==> src/design/gbba_pkg.sv <==
`default_nettype none
package gbba_pkg;
  localparam int GroupBits = 4;
  localparam int WordIdxBits = 8;
  localparam int AddrBits = GroupBits + WordIdxBits;
  localparam int MemDepth = 4096;

  typedef enum logic [1:0] {
    OP_ALLOC = 2'd0,
    OP_LOAD_WORD = 2'd1,
    OP_LOAD_COUNT = 2'd2,
    OP_NONE = 2'd3
  } op_t;

  typedef enum logic [1:0] {
    ST_OK = 2'd0,
    ST_READ_ONLY = 2'd1,
    ST_NO_SPACE = 2'd2,
    ST_INCONSISTENT = 2'd3
  } status_t;

  typedef enum logic [2:0] {
    REG_BPG = 3'd0,
    REG_IPG = 3'd1,
    REG_GROUPS = 3'd2,
    REG_FIRST = 3'd3,
    REG_RO = 3'd4
  } reg_idx_t;

  typedef enum logic [3:0] {
    S_IDLE, S_DIV, S_GROUP, S_RDREQ, S_RDWAIT, S_CHECK, S_DONE
  } state_t;

  // Controller to datapath commands.
  typedef struct packed {
    logic start;       // latch the input item, begin division
    logic load_word;   // write the bitmap memory
    logic load_count;  // update a group count
    logic div_step;    // one quotient bit
    logic goal_fix;    // clamp the goal into range
    logic grp_next;    // move to the next group
    logic word_next;   // advance word index
    logic commit;      // set the bit and update counts
    logic fin_ok;
    logic fin_status;  // finish with the status in cmd.st
    status_t st;
  } cmd_t;

  // Datapath to controller status.
  typedef struct packed {
    op_t op;
    logic read_only;
    logic no_groups;
    logic div_done;
    logic group_free;   // current group count nonzero
    logic groups_done;  // all groups visited
    logic word_hit;     // usable clear bit in current word
    logic words_done;   // last word of the group checked
  } stat_t;
endpackage
`default_nettype wire

==> src/design/gbba_ctrl.sv <==
`default_nettype none
module gbba_ctrl (
  input  wire logic           clk,
  input  wire logic           rst,
  input  wire logic           in_valid,
  output logic                in_ready,
  output logic                res_load,
  input  wire logic           out_busy,
  input  wire gbba_pkg::stat_t sts,
  output gbba_pkg::cmd_t      cmd
);
  gbba_pkg::state_t state, state_next;

  always_ff @(posedge clk) begin
    if (rst) state <= gbba_pkg::S_IDLE;
    else state <= state_next;
  end

  always_comb begin
    state_next = state;
    unique case (state)
      gbba_pkg::S_IDLE: if (in_valid) state_next = gbba_pkg::S_DIV;
      gbba_pkg::S_DIV: begin
        if (sts.op != gbba_pkg::OP_ALLOC || sts.read_only || sts.no_groups)
          state_next = gbba_pkg::S_DONE;
        else if (sts.div_done) state_next = gbba_pkg::S_GROUP;
      end
      gbba_pkg::S_GROUP: begin
        if (sts.group_free) state_next = gbba_pkg::S_RDREQ;
        else if (sts.groups_done) state_next = gbba_pkg::S_DONE;
      end
      gbba_pkg::S_RDREQ: state_next = gbba_pkg::S_RDWAIT;
      gbba_pkg::S_RDWAIT: state_next = gbba_pkg::S_CHECK;
      gbba_pkg::S_CHECK: begin
        if (sts.word_hit || sts.words_done) state_next = gbba_pkg::S_DONE;
        else state_next = gbba_pkg::S_RDREQ;
      end
      gbba_pkg::S_DONE: if (!out_busy) state_next = gbba_pkg::S_IDLE;
      default: state_next = gbba_pkg::S_IDLE;
    endcase
  end

  always_comb begin
    cmd = '0;
    cmd.st = gbba_pkg::ST_OK;
    in_ready = 1'b0;
    res_load = 1'b0;
    unique case (state)
      gbba_pkg::S_IDLE: begin
        in_ready = 1'b1;
        cmd.start = in_valid;
      end
      gbba_pkg::S_DIV: begin
        if (sts.op == gbba_pkg::OP_LOAD_WORD) cmd.load_word = 1'b1;
        else if (sts.op == gbba_pkg::OP_LOAD_COUNT) cmd.load_count = 1'b1;
        if (sts.op != gbba_pkg::OP_ALLOC) cmd.fin_status = 1'b1;
        else if (sts.read_only) begin
          cmd.fin_status = 1'b1; cmd.st = gbba_pkg::ST_READ_ONLY;
        end else if (sts.no_groups) begin
          cmd.fin_status = 1'b1; cmd.st = gbba_pkg::ST_NO_SPACE;
        end else if (sts.div_done) cmd.goal_fix = 1'b1;
        else cmd.div_step = 1'b1;
      end
      gbba_pkg::S_GROUP: begin
        if (!sts.group_free) begin
          if (sts.groups_done) begin
            cmd.fin_status = 1'b1; cmd.st = gbba_pkg::ST_NO_SPACE;
          end else cmd.grp_next = 1'b1;
        end
      end
      gbba_pkg::S_RDREQ: ;
      gbba_pkg::S_RDWAIT: ;
      gbba_pkg::S_CHECK: begin
        if (sts.word_hit) begin
          cmd.commit = 1'b1; cmd.fin_ok = 1'b1;
        end else if (sts.words_done) begin
          cmd.fin_status = 1'b1; cmd.st = gbba_pkg::ST_INCONSISTENT;
        end else cmd.word_next = 1'b1;
      end
      gbba_pkg::S_DONE: res_load = !out_busy;
      default: ;
    endcase
  end
endmodule
`default_nettype wire

==> config.mk <==
export PLATFORM = sky130hd
export DESIGN_NAME = gbba_ctrl
export DESIGN_NICKNAME = d
export VERILOG_FILES = /design/src/design/gbba_pkg.sv /design/src/design/gbba_ctrl.sv
export SDC_FILE = /design/constraint.sdc
export NUM_CORES = 1
export LEC_CHECK = 0
export ABC_AREA = 0
export BUFFER_PORTS_ARGS = -buffer_cell sky130_fd_sc_hd__buf_2
export CELL_PAD_IN_SITES_DETAIL_PLACEMENT = 0
export CELL_PAD_IN_SITES_GLOBAL_PLACEMENT = 1
export CORE_MARGIN = 4
export CORE_UTILIZATION = 24
export CTS_CLUSTER_DIAMETER = 60
export DETAILED_ROUTE_END_ITERATION = 10
export GPL_TIMING_DRIVEN = 0
export PLACE_DENSITY = 0.79
export RECOVER_POWER = 50
export SYNTH_ARGS = -nofsm -noshare
export SYNTH_HDL_FRONTEND = slang
export SYNTH_SLANG_ARGS = --single-unit
==> constraint.sdc <==
create_clock -name clk -period 1.3 [get_ports clk]
set_input_delay 0.13 -clock clk [delete_from_list [all_inputs] [get_ports clk]]
set_output_delay 0.13 -clock clk [all_outputs]
set_load 0.05 [all_outputs]
==> flow_summary.json, run 1 <==
{
  "status": "finished, violations left",
  "violations": "negative setup slack",
  "timing.final.max_slew_violations": 0,
  "finClkSkew_ns": 0.00131,
  "place_hpwl_um": 1030,
  "core-area_um2": 1590,
  "syn_area_per_cell_um2": 7.38,
  "mostFrequentLayoutCells": "14 x buf_6, 12 x buf_2, 8 x buf_4, 7 x buf_8, 5 x inv_1",
  "grt_pass1_vias": 586,
  "cts-root-buf": "clkbuf_4",
  "start_util_pct": 26.8,
  "h-tree-depth": 1,
  "startpoint_type": "flip-flop",
  "drtIter0Drc": 11,
  "drive_gt1_share_pct": 74.5,
  "fp-row-count": 14,
  "reg2regPathDepth": 7,
  "min_path_cells": 2,
  "syn_inst": 58,
  "synth_cell_type_count": 32,
  "gp_congestion": 0.711,
  "final_common_cell": "buf_6",
  "final_area_um2": 997,
  "final.min_clock_period_ns": 1.68,
  "p_leak_nw": 0.452,
  "tightest_slew_ns": 0.635,
  "arrival_ns": 1.55,
  "rsz0062_at_grt": "true",
  "fmax_mhz": 594,
  "drc": 0,
  "power_w": 0.00169,
  "p_per_area_nw_per_um2": 1700,
  "synth_sequential_area_ratio_pct": 14.0,
  "largestRegisters": "state x3",
  "insertion_delay_ns": 0.24,
  "finalHoldViolCount": 0,
  "met3_usage_pct": 2.96,
  "met2_usage_pct": 22.2,
  "slew_headroom_pct": 57.3,
  "fin_util_pct": 62.6,
  "regToRegSetupSlack_ns": -0.20,
  "overflow": 0,
  "top_register": "state",
  "post_drt_wl_per_cell_um": 12.3,
  "setup_violations": 16,
  "grt_use_met1_pct": 14.5,
  "portBuffers": 26,
  "path_max_fanout": 6,
  "antenna_left": 0,
  "track_usage_pct": 12.5,
  "cts_buffers": 3,
  "cts_tree": "done",
  "firstDrtPassIters": 4,
  "fin_crit_sh_pct": 130,
  "hold_path.class": "in -> reg",
  "die_w_um": 50.2,
  "insertedDiodeCount": 0,
  "area_delta_synth_final_pct": 133,
  "num_vias": 586,
  "worstSetupPathType": "reg -> out",
  "cts_buffer_depth": 2,
  "busiest_layer": "met2",
  "crit_path_end_kind": "primary output",
  "postLayoutSetupSlackWorst_ns": -0.384,
  "ys_warn_count": 0,
  "nets": 112,
  "max-vdd-ir-drop_mv": 1.44,
  "via_per_inst": 4.80,
  "ios": 27,
  "grt_pass1_wl_um": 2500,
  "routed_wl_um": 1500,
  "cp.required_ns": 1.17,
  "syn_area_um2": 428,
  "place_area_um2": 698,
  "antenna_found_initial": 0,
  "synth_nets": 71,
  "clk_pin_slew_worst_paths_ns": 0.04,
  "place_ws_ns": -0.426,
  "max_cap_violations": 0,
  "dieArea_um2": 2520,
  "ys_ff_latch": 3,
  "grt_start_max_net_pins": 11,
  "dieHeight_um": 50.2,
  "largest_reg_flops": 3,
  "cts.sinks": 3
}
==> worst paths after layout <==
| kind | startpoint | endpoint |
|---|---|---|
| max | state[1] | cmd[1] |
| min | rst | state[1] |
| max reg2reg | state[1] | state[0] |
| min reg2reg | state[1] | state[1] |
==> through the flow <==
stage | setup TNS [ns] | hold slack [ns] | cells
floorplan | -1.56 | 0.192 | 58
global placement | -2.41 | 0.318 | 108
detailed placement | -2.39 | 0.320 | 108
CTS | -3.90 | 0.0687 | 119
global route | -4.81 | 0.0974 | 122
finish | -3.83 | 0.0756 | 122
==> critical path, cell delays in order, from the launching register on <==
cell and delay, ns:
dfxtp_4 0.35, or3b_4 0.40, buf_8 0.15, o41ai_4 0.22, buf_6 0.20
==> synth_stat cells <==
master	n	area, um^2
a21oi_1	5	25.0
inv_1	5	18.8
nor3_1	5	25.0
and2_1	3	18.8
buf_4	3	22.5
dfxtp_1	3	60.1
nand2b_1	3	18.8
nor2_1	3	11.3
nor3b_1	3	22.5
nand3b_1	2	15.0
nor4b_2	2	30.0
a211o_1	1	8.76
a21boi_0	1	7.51
a21o_1	1	7.51
a221oi_2	1	15.0
a22o_1	1	8.76
a22oi_1	1	7.51
buf_2	1	5.00
clkbuf_1	1	3.75
nand2_1	1	3.75
nand3_1	1	5.00
nand4b_1	1	8.76
nor2b_1	1	6.26
nor4_1	1	6.26
nor4b_1	1	8.76
o211ai_1	1	7.51
o21ai_0	1	5.00
o31ai_1	1	7.51
o41ai_1	1	8.76
or3b_1	1	8.76
or3b_2	1	8.76
or4_4	1	11.3
==> metal layers <==
| layer | vias up | part of all wire [%] |
|---|---|---|
| met4 | 0 | 0.53 |
| met2 | 24 | 50 |
| met5 | - | 0 |
| met3 | 2 | 8.1 |
| met1 | 265 | 41 |
| li1 | 295 | - |
==> timing repair <==
| item | 4_1_cts | 5_1_grt |
|---|---|---|
| buffers inserted | 7 | 3 |
| setup endpoints to repair | 17 | 17 |
| gates resized for setup | 47 | 11 |
| hold buffers | 0 | 0 |
| pin swaps | 9 | 10 |
==> logic make-up after synthesis <==
| group | share of synthesized area, % |
|---|---|
| flip-flops | 14.0 |
| AO/OA/AOI/OAI | 25.4 |
| buffers and inverters | 11.7 |
| AND/OR/NAND/NOR | 48.8 |
==> layout make-up <==
class	instances	area, um^2
tap	24	30.0
timing repair buffer	36	323
multi-input combinational	45	470
inverter	5	18.8
buffer	5	60.1
fill	143	597
clock buffer	4	26.3
sequential	3	68.8
==> report_power, final <==
part,switching (W),internal [W],leakage (nW)
Clock,0.0000536,0.000115,0.0150
Sequential,0.0000338,0.000141,0.0264
Combinational,0.000708,0.000638,0.411
(Power assumes the default switching activity.)
==> inputs of run 2 (changes only) <==
Settings changed: REMOVE_ABC_BUFFERS set to 1.
==> flow_summary.json, run 2 (synthesis gave the netlist of run 1 again) <==
{
  "min_to": "state[0]",
  "fin_crit_sh_pct": 126,
  "core-area_um2": 1590,
  "worstSetupPathType": "reg -> reg",
  "finalHoldViolCount": 0,
  "cp_slowest_cell": "dfxtp_4",
  "place_ws_ns": -0.491,
  "start_util_pct": 26.8,
  "area_delta_synth_final_pct": 142,
  "crit_chain": "buf_12 -> buf_4 -> buf_6 -> buf_6 -> nand2b_4 -> a22o_1 -> a211o_1 -> a21oi_2",
  "power.switching_w": 0.000867,
  "antenna_left": 0,
  "arrival_ns": 1.80,
  "startpoint_type": "flip-flop",
  "drive_gt1_share_pct": 77.9,
  "reg2regPathDepth": 8,
  "postLayoutSetupSlackWorst_ns": -0.342,
  "fp-row-count": 14,
  "timing.hold.ws_ns": 0.0905,
  "track_usage_pct": 15.0,
  "via_per_inst": 4.99,
  "crit_path_end_kind": "flip-flop",
  "top_register": "state",
  "max_cap_violations": 0,
  "final.min_clock_period_ns": 1.64,
  "min_path_cells": 2,
  "cts_tree": "done",
  "grt_start_max_net_pins": 8,
  "regToRegEndpoint": "state[2]",
  "cts_buffers": 3,
  "routed_wl_um": 2010,
  "final_common_cell": "buf_4",
  "regToRegSetupSlack_ns": -0.34,
  "die_w_um": 50.2,
  "largest_reg_flops": 3,
  "crit_family": "compound AO/OA/AOI/OAI gates",
  "cts_hold_buffers": 0,
  "dieHeight_um": 50.2,
  "h-tree-depth": 1,
  "finClkSkew_ns": 0.0000647,
  "max-vdd-ir-drop_mv": 0.854,
  "p_leak_nw": 0.469,
  "p_seq_share_pct": 11.4,
  "path_common_cell": "buf_6",
  "post_drt_wl_per_cell_um": 15.7,
  "path_max_fanout": 6,
  "cts-root-buf": "clkbuf_4",
  "overflow": 0,
  "portBuffers": 26,
  "power_frac_clock_pct": 9.1,
  "rr_startpoint": "state[0]",
  "final_area_um2": 1040,
  "hold_path.class": "in -> reg",
  "nets": 118,
  "place_hpwl_um": 919,
  "slew_headroom_pct": 58.4,
  "ios": 27,
  "place_area_um2": 557,
  "insertion_delay_ns": 0.23,
  "cts.sinks": 3,
  "firstDrtPassIters": 4,
  "cts_buffer_depth": 2,
  "grt_pass1_vias": 638,
  "fill_cells": 127,
  "dieArea_um2": 2520,
  "min-delay-start": "rst",
  "fin_util_pct": 65.0,
  "intPower_w": 0.00100,
  "p_sw_share_pct": 46.4,
  "rsz0062_at_grt": "true",
  "drc": 0,
  "setup_violations": 17,
  "status": "finished, violations left",
  "largestRegisters": "state x3",
  "timing.final.max_slew_violations": 0,
  "antenna_found_initial": 0,
  "drtIter0Drc": 7,
  "gp_congestion": 0.747,
  "cp_num_buf_inv": 4,
  "pwr-share-comb_pct": 79.5,
  "grt_pass1_wl_um": 2880,
  "clk_pin_slew_worst_paths_ns": 0.04,
  "p_per_area_nw_per_um2": 1800,
  "violations": "negative setup slack",
  "cp_slowest_stage_delay_ns": 0.35,
  "fmax_mhz": 609,
  "cp.required_ns": 1.45,
  "insertedDiodeCount": 0,
  "tightest_slew_ns": 0.618,
  "mostFrequentLayoutCells": "15 x buf_4, 14 x buf_6, 12 x buf_2, 5 x buf_8",
  "num_vias": 639
}
## run 2: cell types whose count changed in the layout (fill, tap and decap cells not counted), moves of 2 or more
cell,change
buf_8,-2
nor3b_4,-2
buf_4,+7
nor3b_2,+2
## run 2: power by group through the flow
stage	Sequential (W)	Combinational [W]	Clock, W
5_1_grt	0.000220	0.00156	0.000176
3_3_place_gp	0.000238	0.000669	0
3_5_place_dp	0.000239	0.000671	0
6_report	0.000214	0.00148	0.000170
2_1_floorplan	0.000211	0.000539	0
4_1_cts	0.000210	0.00121	0.000163
## run 2: cell type report
cell class / instances / area [um^2] / share of cell area, %
Timing Repair Buffer: 47 / 425 / 41.1
Tap cell: 24 / 30.0 / 2.90
Clock buffer: 4 / 26.3 / 2.54
Multi-Input combinational cell: 45 / 464 / 44.8
Sequential cell: 3 / 71.3 / 6.88
Inverter: 5 / 18.8 / 1.81
## run 2: how the worst max path moves through the flow
stage | slack, ns | end | depth (start not counted) | from
after global placement | -0.49 | cmd[1] | 3 | state[0]
after global routing | -0.38 | cmd[7] | 4 | state[2]
after floorplan | -1.42 | cmd[1] | 2 | state[0]
final | -0.34 | state[2] | 8 | state[0]
after CTS | -0.31 | cmd[1] | 3 | state[1]
after detailed placement | -0.49 | cmd[1] | 3 | state[0]
## run 2: timing repair
action | CTS | global route
pin swaps | 12 | 9
hold endpoints to repair | 0 | 0
resized for setup | 56 | 22
buffers inserted | 16 | 8
endpoints found under the setup margin | 17 | 17
## run 2: worst register-to-register path, stage by stage, from the launching register on
cell,delay (ns)
dfxtp_4,0.35
buf_12,0.13
buf_4,0.12
buf_6,0.12
buf_6,0.12
nand2b_4,0.13
a22o_1,0.20
a211o_1,0.27
a21oi_2,0.12
## run 2: per-stage QoR
step / setup TNS (ns) / cells / total power, W
floorplan: -9.96 / 53 / 0.000750
global placement: -3.17 / 103 / 0.000907
detailed placement: -3.23 / 103 / 0.000909
CTS: -2.78 / 123 / 0.00158
global route: -4.86 / 128 / 0.00196
finish: -4.12 / 128 / 0.00187
## run 2: per-layer routing
metal | share of wire [%] | vias up | track usage, %
met5 | 0 | - | 0
met4 | 1.2 | 0 | 8.29
met3 | 3.0 | 2 | 1.78
met2 | 55 | 21 | 28.0
met1 | 41 | 302 | 16.3
li1 | - | 314 | -
==> inputs of run 3 (changes only) <==
Settings changed: SKIP_CTS_REPAIR_TIMING set to 1.
==> flow_summary.json, run 3 (synthesis gave the netlist of run 1 again) <==
{
  "fp-row-count": 14,
  "startpoint_type": "flip-flop",
  "path_max_fanout": 6,
  "clk_pin_slew_worst_paths_ns": 0.04,
  "fin_crit_sh_pct": 124,
  "drtIter0Drc": 3,
  "firstDrtPassIters": 3,
  "dieHeight_um": 50.2,
  "violations": "negative setup slack",
  "crit_path_end_kind": "primary output",
  "p_leak_nw": 0.400,
  "insertion_delay_ns": 0.23,
  "setup_violations": 16,
  "finClkSkew_ns": 0.000488,
  "regToRegSetupSlack_ns": -0.14,
  "timing.hold.ws_ns": 0.0916,
  "core-area_um2": 1590,
  "nets": 109,
  "p_per_area_nw_per_um2": 1710,
  "grt_pass1_wl_um": 1710,
  "pwr-share-comb_pct": 74.3,
  "power_w": 0.00145,
  "final_cells": 119,
  "gp_congestion": 0.747,
  "fmax_mhz": 621,
  "cts_tree": "done",
  "ios": 27,
  "track_usage_pct": 8.28,
  "mostFrequentLayoutCells": "13 x buf_2, 13 x buf_4, 9 x buf_6, 5 x inv_1, 4 x clkbuf_4",
  "intPower_w": 0.000728,
  "power.switching_w": 0.000727,
  "h-tree-depth": 1,
  "start_util_pct": 26.8,
  "drive_gt1_share_pct": 67.4,
  "p_sw_share_pct": 50.0,
  "min-delay-start": "rst",
  "die_w_um": 50.2,
  "via_per_inst": 4.70,
  "hold_path.class": "in -> reg",
  "arrival_ns": 1.48,
  "power_frac_clock_pct": 10.9,
  "final.min_clock_period_ns": 1.61,
  "max-vdd-ir-drop_mv": 0.849,
  "cp.required_ns": 1.17,
  "p_seq_share_pct": 14.8,
  "min_path_cells": 2,
  "insertedDiodeCount": 0,
  "largest_reg_flops": 3,
  "cts_buffers": 3,
  "dieArea_um2": 2520,
  "cts-root-buf": "clkbuf_4",
  "rr_startpoint": "state[0]",
  "overflow": 0,
  "regToRegEndpoint": "state[2]",
  "antenna_found_initial": 0,
  "status": "finished, violations left",
  "num_vias": 559,
  "timing.final.max_slew_violations": 0,
  "grt_pass1_vias": 449,
  "area_delta_synth_final_pct": 98.8,
  "worstSetupPathType": "reg -> out",
  "max_cap_violations": 0,
  "finalHoldViolCount": 0,
  "largestRegisters": "state x3",
  "dp.cells": 103,
  "antenna_left": 0,
  "reg2regPathDepth": 6,
  "routed_wl_um": 1470,
  "min_to": "state[0]",
  "portBuffers": 26,
  "top_register": "state",
  "cts_buffer_depth": 2,
  "grt_start_max_net_pins": 15,
  "cts.sinks": 3,
  "postLayoutSetupSlackWorst_ns": -0.311,
  "slew_headroom_pct": 69.4,
  "post_drt_wl_per_cell_um": 12.3,
  "place_hpwl_um": 919,
  "rsz0062_at_grt": "true",
  "drc": 0,
  "tightest_slew_ns": 0.455
}
## run 3: cell count changes in the layout (fill, tap and decap cells not counted), moves of 2 or more
cell / before / now
buf_6: 14 / 9
buf_8: 5 / 1
buf_4: 15 / 13
nor3_4: 4 / 1
nor3_1: 0 / 2
## run 3: per-stage QoR
step	TNS, ns	instance area, um^2	utilization (%)	setup WS [ns]
global placement	-3.17	557	34.9	-0.485
floorplan	-9.96	397	-	-1.42
global route	-3.74	851	53.4	-0.367
CTS	-6.38	583	36.6	-0.746
detailed placement	-3.23	557	34.9	-0.491
finish	-2.66	851	53.4	-0.311
## run 3: per-layer routing
metal / vias up / global-route usage (%) / share of wire [%]
met1: 252 / 10.2 / 45
met4: 0 / 4.15 / 1.4
met2: 14 / 14.6 / 50
met5: - / 0 / 0
li1: 291 / - / -
met3: 2 / 0.296 / 3.4
## run 3: how the worst max path moves through the flow
stage                   from      to  slack [ns]  cells past startpoint
floorplan           state[0]  cmd[1]       -1.42                      2
global placement    state[0]  cmd[1]       -0.49                      3
detailed placement  state[0]  cmd[1]       -0.49                      3
CTS                 state[0]  cmd[1]       -0.75                      3
global route        state[1]  cmd[0]       -0.37                      5
finish              state[1]  cmd[1]       -0.31                      3
## run 3: critical path: stages, from the launching register on
cell and delay (ns):
dfxtp_4 0.36, or3b_4 0.46, o41ai_4 0.23, buf_6 0.20
## run 3: power by group through the flow
stage,Combinational [W],Sequential [W],Clock (W)
finish,0.00108,0.000215,0.000159
CTS,0.000673,0.000238,0.000163
global placement,0.000669,0.000238,0
detailed placement,0.000671,0.000239,0
floorplan,0.000539,0.000211,0
global route,0.00115,0.000221,0.000165
## run 3: final cells by class
| type | instances | area (um^2) |
|---|---|---|
| Sequential cell | 3 | 71.3 |
| Inverter | 5 | 18.8 |
| Fill cell | 143 | 743 |
| Multi-Input combinational cell | 45 | 413 |
| Clock buffer | 4 | 26.3 |
| Tap cell | 24 | 30.0 |
| Timing Repair Buffer | 38 | 292 |
